File: config.mk
export PLATFORM = sky130hd
export DESIGN_NAME = masked_image_moments_core
export DESIGN_NICKNAME = d
export VERILOG_FILES = /design/src/design/mim_pkg.sv /design/src/design/mim_front.sv /design/src/design/mim_queue.sv /design/src/design/mim_back.sv /design/src/design/masked_image_moments_core.sv
export VERILOG_INCLUDE_DIRS = /design/src /design/src/design
export SDC_FILE = /design/constraint.sdc
export NUM_CORES = 2
export LEC_CHECK = 0
export CAP_MARGIN = 5
export CORE_MARGIN = 2
export CORE_UTILIZATION = 65
export CTS_CLUSTER_SIZE = 8
export DETAILED_ROUTE_END_ITERATION = 7
export DONT_BUFFER_PORTS = 1
export PLACE_DENSITY = 0.81
export SLEW_MARGIN = 15
export SYNTH_ARGS = -nofsm -noshare
export SYNTH_HDL_FRONTEND = slang
export SYNTH_SLANG_ARGS = --single-unit
export TNS_END_PERCENT = 5
File: constraint.sdc
create_clock -name clk -period 19.9 [get_ports clk]
set_clock_uncertainty 0.15 [all_clocks]
set_input_delay 2.985 -clock clk [delete_from_list [all_inputs] [get_ports clk]]
set_output_delay 2.985 -clock clk [all_outputs]
set_load 0.01 [all_outputs]
File: src/design/assert_macros.svh
// Assertion helpers shared by the RTL of the moments core.
`ifndef ASSERT_MACROS_SVH
`define ASSERT_MACROS_SVH

// Clocked property, disabled while reset is high.
`define ASSERT_CLK(label, clk, rst, prop, msg) \
  label: assert property (@(posedge clk) disable iff (rst) (prop)) else $error(msg);

// Clocked property, checked during reset too.
`define ASSERT_ALWAYS(label, clk, prop, msg) \
  label: assert property (@(posedge clk) (prop)) else $error(msg);

`endif

File: src/design/mim_pkg.sv
// ----------------------------------------------------------------------------
// mim_pkg
// Shared types and constants of the masked image moments core.
// ----------------------------------------------------------------------------
package mim_pkg;

  localparam int MAX_DIMENSION = 4096;
  localparam int POS_W         = $clog2(MAX_DIMENSION);
  localparam int DIM_W         = POS_W + 1;

  localparam int PIX_W    = 8;
  localparam int LABEL_W  = 8;
  localparam int MODE_W   = 2;
  localparam int CFG_IDX_W  = 3;
  localparam int CFG_DATA_W = DIM_W;

  localparam int COUNT_W  = 25;
  localparam int WSUM_W   = 32;
  localparam int SUM1_W   = 44;
  localparam int SUM2_W   = 56;

  localparam int PROD1_W  = PIX_W + POS_W;
  localparam int PROD2_W  = PROD1_W + POS_W;

  localparam int QUEUE_DEPTH = 4;
  localparam int QUEUE_PTR_W = $clog2(QUEUE_DEPTH);
  localparam int QUEUE_CNT_W = QUEUE_PTR_W + 1;

  localparam logic [CFG_IDX_W-1:0] REG_WEIGHT_MODE  = 3'd0;
  localparam logic [CFG_IDX_W-1:0] REG_TARGET_LABEL = 3'd1;
  localparam logic [CFG_IDX_W-1:0] REG_FRAME_WIDTH  = 3'd2;
  localparam logic [CFG_IDX_W-1:0] REG_FRAME_HEIGHT = 3'd3;

  localparam logic [MODE_W-1:0] MODE_INTENSITY_ALL = 2'd0;
  localparam logic [MODE_W-1:0] MODE_LABEL_ONE     = 2'd1;

  localparam logic [DIM_W-1:0] DIM_MAX = DIM_W'(MAX_DIMENSION);
  localparam logic [DIM_W-1:0] DIM_ONE = DIM_W'(1);

  typedef struct packed {
    logic [PIX_W-1:0] weight;
    logic [POS_W-1:0] col;
    logic [POS_W-1:0] row;
    logic             counted;
    logic             last;
  } mim_item_t;

  function automatic logic [DIM_W-1:0] clamp_dim(input logic [DIM_W-1:0] d);
    logic [DIM_W-1:0] r;
    if (d == '0) begin
      r = DIM_ONE;
    end else if (d > DIM_MAX) begin
      r = DIM_MAX;
    end else begin
      r = d;
    end
    return r;
  endfunction

endpackage

File: src/design/mim_front.sv
// ----------------------------------------------------------------------------
// mim_front
// Configuration registers, raster position tracking and pixel weighting.
// ----------------------------------------------------------------------------
`include "assert_macros.svh"

module mim_front (
  input  logic                          clk,
  input  logic                          rst,
  input  logic                          cfg_valid,
  input  logic [mim_pkg::CFG_IDX_W-1:0] cfg_index,
  input  logic [mim_pkg::CFG_DATA_W-1:0] cfg_data,
  input  logic                          accept,
  input  logic [mim_pkg::PIX_W-1:0]     pixel_value,
  input  logic [mim_pkg::LABEL_W-1:0]   pixel_label,
  output mim_pkg::mim_item_t            item
);
  import mim_pkg::*;

  logic [MODE_W-1:0]  weight_mode;
  logic [LABEL_W-1:0] target_label;
  logic [DIM_W-1:0]   frame_width;
  logic [DIM_W-1:0]   frame_height;
  logic [POS_W-1:0]   col;
  logic [POS_W-1:0]   row;
  logic [POS_W-1:0]   col_next;
  logic [POS_W-1:0]   row_next;

  logic [DIM_W-1:0] w_lim;
  logic [DIM_W-1:0] h_lim;
  logic [DIM_W-1:0] col_inc;
  logic [DIM_W-1:0] row_inc;
  logic             match;
  logic             counted;
  logic [PIX_W-1:0] weight;
  logic             row_end;
  logic             last;

  always_ff @(posedge clk) begin
    if (rst) begin
      weight_mode  <= MODE_INTENSITY_ALL;
      target_label <= '0;
      frame_width  <= DIM_MAX;
      frame_height <= DIM_MAX;
    end else if (cfg_valid) begin
      case (cfg_index)
        REG_WEIGHT_MODE:  weight_mode  <= cfg_data[MODE_W-1:0];
        REG_TARGET_LABEL: target_label <= cfg_data[LABEL_W-1:0];
        REG_FRAME_WIDTH:  frame_width  <= cfg_data;
        REG_FRAME_HEIGHT: frame_height <= cfg_data;
        default: ;
      endcase
    end
  end

  always_comb begin
    w_lim   = clamp_dim(frame_width);
    h_lim   = clamp_dim(frame_height);
    col_inc = {1'b0, col} + DIM_ONE;
    row_inc = {1'b0, row} + DIM_ONE;
    match   = (pixel_label == target_label);
    case (weight_mode)
      MODE_INTENSITY_ALL: begin
        counted = 1'b1;
        weight  = pixel_value;
      end
      MODE_LABEL_ONE: begin
        counted = match;
        weight  = match ? PIX_W'(1) : '0;
      end
      default: begin
        counted = match;
        weight  = match ? pixel_value : '0;
      end
    endcase
    row_end  = !(col_inc < w_lim);
    last     = row_end && !(row_inc < h_lim);
    col_next = row_end ? '0 : col_inc[POS_W-1:0];
    row_next = last ? '0 : (row_end ? row_inc[POS_W-1:0] : row);
  end

  always_ff @(posedge clk) begin
    if (rst) begin
      col <= '0;
      row <= '0;
    end else if (accept) begin
      col <= col_next;
      row <= row_next;
    end
  end

  assign item.weight  = weight;
  assign item.col     = col;
  assign item.row     = row;
  assign item.counted = counted;
  assign item.last    = last;

  `ASSERT_CLK(a_frame_restart, clk, rst, accept && last |=> col == '0 && row == '0,
              "position not cleared after frame end")

endmodule

File: src/design/mim_queue.sv
// ----------------------------------------------------------------------------
// mim_queue
// Short FIFO of classified pixels between front and back.
// ----------------------------------------------------------------------------
`include "assert_macros.svh"

module mim_queue (
  input  logic               clk,
  input  logic               rst,
  input  logic               push,
  input  mim_pkg::mim_item_t push_item,
  input  logic               pop,
  output mim_pkg::mim_item_t pop_item,
  output logic               empty,
  output logic               full
);
  import mim_pkg::*;

  mim_item_t              entries [QUEUE_DEPTH];
  logic [QUEUE_PTR_W-1:0] wr_ptr;
  logic [QUEUE_PTR_W-1:0] rd_ptr;
  logic [QUEUE_CNT_W-1:0] fill;

  assign empty    = (fill == '0);
  assign full     = (fill == QUEUE_CNT_W'(QUEUE_DEPTH));
  assign pop_item = entries[rd_ptr];

  always_ff @(posedge clk) begin
    if (push) begin
      entries[wr_ptr] <= push_item;
    end
  end

  always_ff @(posedge clk) begin
    if (rst) begin
      wr_ptr <= '0;
      rd_ptr <= '0;
      fill   <= '0;
    end else begin
      if (push) begin
        wr_ptr <= wr_ptr + QUEUE_PTR_W'(1);
      end
      if (pop) begin
        rd_ptr <= rd_ptr + QUEUE_PTR_W'(1);
      end
      case ({push, pop})
        2'b10:   fill <= fill + QUEUE_CNT_W'(1);
        2'b01:   fill <= fill - QUEUE_CNT_W'(1);
        default: fill <= fill;
      endcase
    end
  end

  `ASSERT_CLK(a_no_overflow, clk, rst, full |-> !push, "push into full queue")
  `ASSERT_CLK(a_no_underflow, clk, rst, empty |-> !pop, "pop from empty queue")
  `ASSERT_CLK(a_fill_bound, clk, rst, fill <= QUEUE_CNT_W'(QUEUE_DEPTH),
              "queue fill count out of range")

endmodule

File: src/design/mim_back.sv
// ----------------------------------------------------------------------------
// mim_back
// Product pipeline and moment accumulators; emits sums at frame end.
// ----------------------------------------------------------------------------
`include "assert_macros.svh"

module mim_back (
  input  logic                        clk,
  input  logic                        rst,
  input  logic                        in_valid,
  input  mim_pkg::mim_item_t          in_item,
  output logic                        result_valid,
  output logic [mim_pkg::COUNT_W-1:0] pixel_count,
  output logic [mim_pkg::WSUM_W-1:0]  weight_sum,
  output logic [mim_pkg::SUM1_W-1:0]  sum_x,
  output logic [mim_pkg::SUM1_W-1:0]  sum_y,
  output logic [mim_pkg::SUM2_W-1:0]  sum_xx,
  output logic [mim_pkg::SUM2_W-1:0]  sum_xy,
  output logic [mim_pkg::SUM2_W-1:0]  sum_yy
);
  import mim_pkg::*;

  // stage 1: first products
  logic               p1_valid;
  logic               p1_counted;
  logic               p1_last;
  logic [PIX_W-1:0]   p1_w;
  logic [POS_W-1:0]   p1_x;
  logic [POS_W-1:0]   p1_y;
  logic [PROD1_W-1:0] p1_wx;
  logic [PROD1_W-1:0] p1_wy;

  // stage 2: second products
  logic               p2_valid;
  logic               p2_counted;
  logic               p2_last;
  logic [PIX_W-1:0]   p2_w;
  logic [PROD1_W-1:0] p2_wx;
  logic [PROD1_W-1:0] p2_wy;
  logic [PROD2_W-1:0] p2_wxx;
  logic [PROD2_W-1:0] p2_wxy;
  logic [PROD2_W-1:0] p2_wyy;

  logic [COUNT_W-1:0] count_acc;
  logic [WSUM_W-1:0]  weight_acc;
  logic [SUM1_W-1:0]  x_acc;
  logic [SUM1_W-1:0]  y_acc;
  logic [SUM2_W-1:0]  xx_acc;
  logic [SUM2_W-1:0]  xy_acc;
  logic [SUM2_W-1:0]  yy_acc;

  logic [COUNT_W-1:0] count_next;
  logic [WSUM_W-1:0]  weight_next;
  logic [SUM1_W-1:0]  x_next;
  logic [SUM1_W-1:0]  y_next;
  logic [SUM2_W-1:0]  xx_next;
  logic [SUM2_W-1:0]  xy_next;
  logic [SUM2_W-1:0]  yy_next;

  always_ff @(posedge clk) begin
    if (rst) begin
      p1_valid <= 1'b0;
      p2_valid <= 1'b0;
    end else begin
      p1_valid <= in_valid;
      p2_valid <= p1_valid;
    end
  end

  always_ff @(posedge clk) begin
    p1_counted <= in_item.counted;
    p1_last    <= in_item.last;
    p1_w       <= in_item.weight;
    p1_x       <= in_item.col;
    p1_y       <= in_item.row;
    p1_wx      <= PROD1_W'(in_item.weight) * PROD1_W'(in_item.col);
    p1_wy      <= PROD1_W'(in_item.weight) * PROD1_W'(in_item.row);

    p2_counted <= p1_counted;
    p2_last    <= p1_last;
    p2_w       <= p1_w;
    p2_wx      <= p1_wx;
    p2_wy      <= p1_wy;
    p2_wxx     <= PROD2_W'(p1_wx) * PROD2_W'(p1_x);
    p2_wxy     <= PROD2_W'(p1_wx) * PROD2_W'(p1_y);
    p2_wyy     <= PROD2_W'(p1_wy) * PROD2_W'(p1_y);
  end

  // weight is zero for pixels that are not counted
  always_comb begin
    count_next  = count_acc + COUNT_W'(p2_counted);
    weight_next = weight_acc + WSUM_W'(p2_w);
    x_next      = x_acc + SUM1_W'(p2_wx);
    y_next      = y_acc + SUM1_W'(p2_wy);
    xx_next     = xx_acc + SUM2_W'(p2_wxx);
    xy_next     = xy_acc + SUM2_W'(p2_wxy);
    yy_next     = yy_acc + SUM2_W'(p2_wyy);
  end

  always_ff @(posedge clk) begin
    if (rst) begin
      count_acc  <= '0;
      weight_acc <= '0;
      x_acc      <= '0;
      y_acc      <= '0;
      xx_acc     <= '0;
      xy_acc     <= '0;
      yy_acc     <= '0;
    end else if (p2_valid) begin
      if (p2_last) begin
        count_acc  <= '0;
        weight_acc <= '0;
        x_acc      <= '0;
        y_acc      <= '0;
        xx_acc     <= '0;
        xy_acc     <= '0;
        yy_acc     <= '0;
      end else begin
        count_acc  <= count_next;
        weight_acc <= weight_next;
        x_acc      <= x_next;
        y_acc      <= y_next;
        xx_acc     <= xx_next;
        xy_acc     <= xy_next;
        yy_acc     <= yy_next;
      end
    end
  end

  always_ff @(posedge clk) begin
    if (rst) begin
      result_valid <= 1'b0;
    end else begin
      result_valid <= p2_valid && p2_last;
    end
  end

  always_ff @(posedge clk) begin
    if (p2_valid && p2_last) begin
      pixel_count <= count_next;
      weight_sum  <= weight_next;
      sum_x       <= x_next;
      sum_y       <= y_next;
      sum_xx      <= xx_next;
      sum_xy      <= xy_next;
      sum_yy      <= yy_next;
    end
  end

  `ASSERT_CLK(a_last_travels, clk, rst, p1_valid && p1_last |=> p2_valid && p2_last,
              "frame end lost between product stages")
  `ASSERT_CLK(a_clear_on_result, clk, rst, result_valid |-> count_acc == '0,
              "accumulators not cleared with result")

endmodule

File: src/design/masked_image_moments_core.sv
// ----------------------------------------------------------------------------
// masked_image_moments_core
// Raw image moments up to second order over a raster pixel stream.
//
// Channel  Direction  Handshake                 Payload
// pixel    in         start / busy              pixel_value, pixel_label
// cfg      in         cfg_valid / cfg_ready     cfg_index, cfg_data
// result   out        result_valid (strobe)     pixel_count .. sum_yy
//
// One pixel per clock; the back end never stalls, so busy stays low in use.
// The frame's result strobe follows its last taken pixel through the queue,
// the two multiplier stages, then the registered accumulator sums.
// Synchronous reset clears position, sums and registers (width/height 4096).
// Results cannot be held off; each is valid for exactly one cycle.
// ----------------------------------------------------------------------------
module masked_image_moments_core (
  input  logic                           clk,
  input  logic                           rst,
  input  logic                           start,
  output logic                           busy,
  input  logic [mim_pkg::PIX_W-1:0]      pixel_value,
  input  logic [mim_pkg::LABEL_W-1:0]    pixel_label,
  input  logic                           cfg_valid,
  output logic                           cfg_ready,
  input  logic [mim_pkg::CFG_IDX_W-1:0]  cfg_index,
  input  logic [mim_pkg::CFG_DATA_W-1:0] cfg_data,
  output logic                           result_valid,
  output logic [mim_pkg::COUNT_W-1:0]    pixel_count,
  output logic [mim_pkg::WSUM_W-1:0]     weight_sum,
  output logic [mim_pkg::SUM1_W-1:0]     sum_x,
  output logic [mim_pkg::SUM1_W-1:0]     sum_y,
  output logic [mim_pkg::SUM2_W-1:0]     sum_xx,
  output logic [mim_pkg::SUM2_W-1:0]     sum_xy,
  output logic [mim_pkg::SUM2_W-1:0]     sum_yy
);
  import mim_pkg::*;

  mim_item_t front_item;
  mim_item_t queue_item;
  logic      accept;
  logic      queue_empty;
  logic      queue_full;
  logic      pop;

  assign cfg_ready = 1'b1;
  assign busy      = queue_full;
  assign accept    = start && !queue_full;
  assign pop       = !queue_empty;

  mim_front u_front (
    .clk         (clk),
    .rst         (rst),
    .cfg_valid   (cfg_valid),
    .cfg_index   (cfg_index),
    .cfg_data    (cfg_data),
    .accept      (accept),
    .pixel_value (pixel_value),
    .pixel_label (pixel_label),
    .item        (front_item)
  );

  mim_queue u_queue (
    .clk       (clk),
    .rst       (rst),
    .push      (accept),
    .push_item (front_item),
    .pop       (pop),
    .pop_item  (queue_item),
    .empty     (queue_empty),
    .full      (queue_full)
  );

  mim_back u_back (
    .clk          (clk),
    .rst          (rst),
    .in_valid     (pop),
    .in_item      (queue_item),
    .result_valid (result_valid),
    .pixel_count  (pixel_count),
    .weight_sum   (weight_sum),
    .sum_x        (sum_x),
    .sum_y        (sum_y),
    .sum_xx       (sum_xx),
    .sum_xy       (sum_xy),
    .sum_yy       (sum_yy)
  );

endmodule

**After elaboration in Yosys (flattened, before gate mapping)**

Memory sizes are Yosys's and may differ from the RTL's. A register that Yosys moved wholly into a read port is not among the register bits.
Cells that the tools add are included.
Widths: inputs -> output; s select.

- Flip-flop bits (word level): 916
- Memory bits (writable): 136
- Word-level logic and storage cells: 114
- Memories kept: 1

Memories:

| name | words | width | rd ports | clocked after memory_dff | write ports | RTL line | RTL |
|---|---|---|---|---|---|---|---|
| u_queue.entries | 4 | 34 | 1 | 1 | 1 | mim_queue.sv:19 | `mim_item_t entries [QUEUE_DEPTH];` |

- $add $sub $neg: 13
- $mul: 5
- Order comparisons: 4
- Eq/ne operators: 9
- Muxes and demuxes: 23
- Reduce and logical (&&, ||, !) cells: 18

Operators by type and width:

| operator | number |
|---|---|
| $add 56x32->56 | 3 |
| $mux 56 | 3 |
| $mul 20x12->32 | 3 |
| $add 44x20->44 | 2 |
| $mux 44 | 2 |
| $mux 13 | 4 |
| $mul 8x12->20 | 2 |
| $mux 12 | 3 |
| $add 32x8->32 | 1 |
| $mux 32 | 1 |
| $add 12x1->13 const B | 2 |
| $gt 13x13->1 const B | 2 |
| $logic_not 13->1 | 2 |
| $lt 13x13->1 | 2 |
| $add 25x1->25 | 1 |
| $mux 25 | 1 |
| $pmux 8 s2 | 1 |
| $reduce_and 2->1 | 5 |
| $eq 8x8->1 | 1 |
| $mux 8 | 1 |
| $eq 3x2->1 const B | 2 |
| $logic_not 3->1 | 2 |
| $pmux 3 s2 | 1 |
| $add 2x1->2 const B | 2 |
| other kinds (13) | 23 |

**Depth between registers and ports, before layout**

- Depth in word-level cells: 8
- Depth in mapped cells: 26

**Hierarchy**

Synthesis repeated with hierarchy kept, for this count alone.

- Cell total of the unflattened synthesis: 7425
- Area total of the unflattened synthesis: 73397.9 µm²

By module, submodules not included:

| module | instances | cells each | area each (µm²) | seq. area each (µm²) |
|---|---|---|---|---|
| mim_back | 1 | 6732 | 64291.7 | 20129.3 |
| mim_queue | 1 | 225 | 5388.9 | 4264.1 |
| mim_front | 1 | 464 | 3688.5 | 1201.2 |
| masked_image_moments_core | 1 | 4 | 28.8 | 0.0 |

**Least setup slack after synthesis**

No wires, ideal clock.

- Path type: flip-flop to flip-flop
- Start point: register u_back.p2_valid
- End point: register u_back.xx_acc[43]
- Setup time: 152 ps
- Data arrival time: 16334 ps
- Path slack: 3264 ps
- Cell stages (with the launch flop): 7
- Period minus slack after synthesis: 16636 ps
- Path through: dfxtp_1 > clkbuf_1 > clkinv_1 > nor2_1 > nor2_1 > o311ai_0 > o41ai_1

RTL lines:

| element | RTL line | RTL |
|---|---|---|
| start, declared | mim_back.sv:34 | `logic p2_valid;` |
| start signal, assigned | mim_back.sv:66 | `p2_valid <= p1_valid;` |
| end signal, assigned | mim_back.sv:123 | `xx_acc <= xx_next;` |
| end, declared | mim_back.sv:48 | `logic [SUM2_W-1:0] xx_acc;` |

**Worst setup path after layout**

- Start point: register u_back.p1_wx[8]
- End point: register u_back.p2_wxy[28]

- Word-level cells in the longest chain between the ends: 1

RTL lines:

| element | RTL line | RTL |
|---|---|---|
| start, declared | mim_back.sv:30 | `logic [PROD1_W-1:0] p1_wx;` |
| start signal, assigned | mim_back.sv:76 | `p1_wx <= PROD1_W'(in_item.weight) * PROD1_W'(in_item.col);` |
| $mul 20x12->32 | mim_back.sv:85 | `p2_wxy <= PROD2_W'(p1_wx) * PROD2_W'(p1_y);` |
| end signal, assigned | mim_back.sv:85 |  |
| end, declared | mim_back.sv:41 | `logic [PROD2_W-1:0] p2_wxy;` |

No other way between the ends.
A chain may end at the register's enable or synchronous reset.

==> metrics <==
largest family of logic cells by synthesized area=adder cells; Req. time, crit path=20430 ps; CP arrival=7510 ps; adder-cell share of the synthesized area=0.2625; Yosys cell types=97; top area cells in the synthesized netlist=edfxtp_1, fa_1, dfxtp_1; count of flip-flops with a built-in enable after synthesis=449; biggest area consumer among synthesized cells=edfxtp_1; critical path startpoint=u_back.p1_wx[8]$_DFF_P_; CP startpoint kind=flip-flop; simple-gate share of the synthesized area=0.1461; clk slew on worst S/H paths=50 ps; die width=339.4 um; pin count of the biggest net entering global routing=232; synthesis-to-layout area growth=7.304%; RSZ-0062 raised after global routing=no; critical-path maximum fanout=25; Finish-stage setup viols=0; path depth of the worst reg2reg path=19; Tmin final=6980 ps; synthesized area=73130 um^2; core area=112000 um^2; synth warn=0; Post-Route WL=184400 um; Top FF cell, synth=dfxtp_1; syn_nets=8574; commonest non-fill, non-tap cell in the layout=nand2_1; Die Height=339.4 um; multi-input logic area=42880 um^2; clock latency on the worst-skew pair=770 ps; first-pass GRT wire length=294500 um; Final Max Tran Viols=0; Setup crit end=u_back.p2_wxy[28]$_DFF_P_; status=completed; mux share of post-synthesis cell area=0.01246; Cells after Synth=7404; syn avg cell area=9.877 um^2; Avg WL per Cell=20.81 um; vias in the first global route=54736; Pre-antenna DRT Iters=6; Fill cells=8134; Synth Area in Compound Gates=0.1140; nets=8422; placer congestion estimate=0.9279; async set-reset flop share out of synthesis=0; Fin. Hold Viols=0; die area=115200 um^2; flop2flop setup slack=12920 ps; share of the synthesized area in the top cell type=0.1844; reg-to-reg startpoint=u_back.p1_wx[8]$_DFF_P_; Buffers on Ports=0; Post-CTS Setup Bufs=0; period utilisation layout=0.3508; Clock Sinks=1054; antenna viol nets, final=0; CTS resizes=0; Ports=352; reg2reg end=u_back.p2_wxy[28]$_DFF_P_; Final HPWL DP=131500 um; Initial DRC Count=4631; register area share after synthesis=0.3500; initial antenna violation count=5; Achievable Freq=143.3 MHz; grt ovf=0; maxcap violations=0; hold buffer count at CTS=0; fraction of layout cells with a size suffix above 1=0.04213; kind of critical path=reg -> reg; Root Buffer=clkbuf_16; type of element capturing the critical path=flip-flop; Hold Crit Depth=0; Starting Density=0.6527; num rows=123; CTS tree=yes; via count=54456; Hold WC Path Type=reg -> reg; Register Area=25600 um^2; Synth Area in XOR/XNOR=0.05066; DRC viols=0; slew margin rel.=0.2413; #FFs+latches synth=1054; CTS Buf Count=151; Vias/cell=6.147; H-tree Lvls=4; Slew @ Worst Pin=1134 ps; most frequent cells in the layout=nand2_1, inv_1, fa_1; clock buffer depth=3; GRT Util Overall=0.3194; TNS Setup=0 ps
-- cell type report --
type / count / area share
tap: 1500 / 0.02392
inverter: 872 / 0.04177
timing repair buffer: 46 / 0.004720
clock inverter: 12 / 0.002838
clock buffer: 247 / 0.05407
antenna: 1 / 0.00003189
multi-input combinational: 5127 / 0.5464
sequential: 1054 / 0.3262
-- registers in the layout (all words and copies together), names as in the netlist, 25 cells and up, named ones only --
signal / flops
u_back.pixel_count: 25
u_back.xy_acc: 56
u_back.sum_yy: 56
u_back.weight_acc: 32
u_back.xx_acc: 56
u_back.sum_y: 44
u_back.yy_acc: 56
u_back.weight_sum: 32
u_back.sum_xx: 56
u_back.count_acc: 25
u_back.p2_wyy: 32
u_back.sum_xy: 56
u_queue.entries: 136
u_back.p2_wxy: 32
u_back.sum_x: 44
u_back.x_acc: 44
u_back.p2_wxx: 32
u_back.y_acc: 44
-- critical path, stage by stage, from the launching register on --
cell      delay (ps)
dfxtp_1         1030
nand2_1          200
fa_1             550
fa_1             530
inv_1             60
fa_1             510
fa_1             500
inv_1             50
fa_1             470
inv_1             50
ha_1             340
a211o_1          310
a21oi_1          280
o32a_1           220
a31oi_1          120
o41ai_1          650
o311ai_0         310
a31o_2           300
a21oi_1          170
xnor2_1          130
-- routing by layer --
layer / GRT usage / vias to the layer above / wire length (um)
met2: 0.5265 / 2607 / 88260
met5: 0 / - / 27
met1: 0.4220 / 26826 / 73240
li1: - / 24550 / -
met4: 0.1119 / 4 / 5705
met3: 0.06452 / 469 / 17170
-- synth_stat cells, drive strengths merged, types with 158 or more instances --
| master | n |
|---|---|
| nand3 | 158 |
| a21oi | 299 |
| clkbuf | 324 |
| and2 | 333 |
| edfxtp | 449 |
| xnor2 | 294 |
| nor2 | 404 |
| inv | 870 |
| nand2 | 943 |
| dfxtp | 605 |
| fa | 667 |
| o21ai | 221 |
| ha | 467 |
-- cells by family after synthesis --
group                      Yosys count
adders and majority gates         1134
other                                1
muxes                               53
AOI/OAI and AO/OA                 1249
DFF                               1054
and+or+nand+nor                   2267
buffers and inverters             1223
xor gates and xnor gates           423
-- metrics by stage --
| stage | cells | util | hold slack, ps | setup WS, ps | area (um^2) |
|---|---|---|---|---|---|
| final | 8859 | 0.7004 | 177.7 | 12920 | 78470 |
| after global routing | 8858 | 0.7004 | 191.5 | 12600 | 78470 |
| after CTS | 8857 | 0.7002 | 178.2 | 12990 | 78450 |
| after detailed placement | 8598 | 0.6603 | 163.6 | 13020 | 73980 |
| after global placement | 8598 | 0.6603 | 166.1 | 13120 | 73980 |
| after floorplan | 7404 | - | 159.6 | 3264 | 73130 |
-- worst min path at each step --
stage,from,end,slack (ps)
floorplan,u_back.p1_counted$_DFF_P_,u_back.p2_counted$_DFF_P_,160
global placement,u_back.p1_w[2]$_DFF_P_,u_back.p2_w[2]$_DFF_P_,170
detailed placement,u_back.p1_counted$_DFF_P_,u_back.p2_counted$_DFF_P_,160
CTS,u_back.p1_w[2]$_DFF_P_,u_back.p2_w[2]$_DFF_P_,180
global route,u_back.p1_counted$_DFF_P_,u_back.p2_counted$_DFF_P_,190
finish,u_back.p1_w[2]$_DFF_P_,u_back.p2_w[2]$_DFF_P_,180
Power is left out: the tool's default activity adds up to more than one toggle a clock period on the data nets, which glitch-free logic cannot reach.
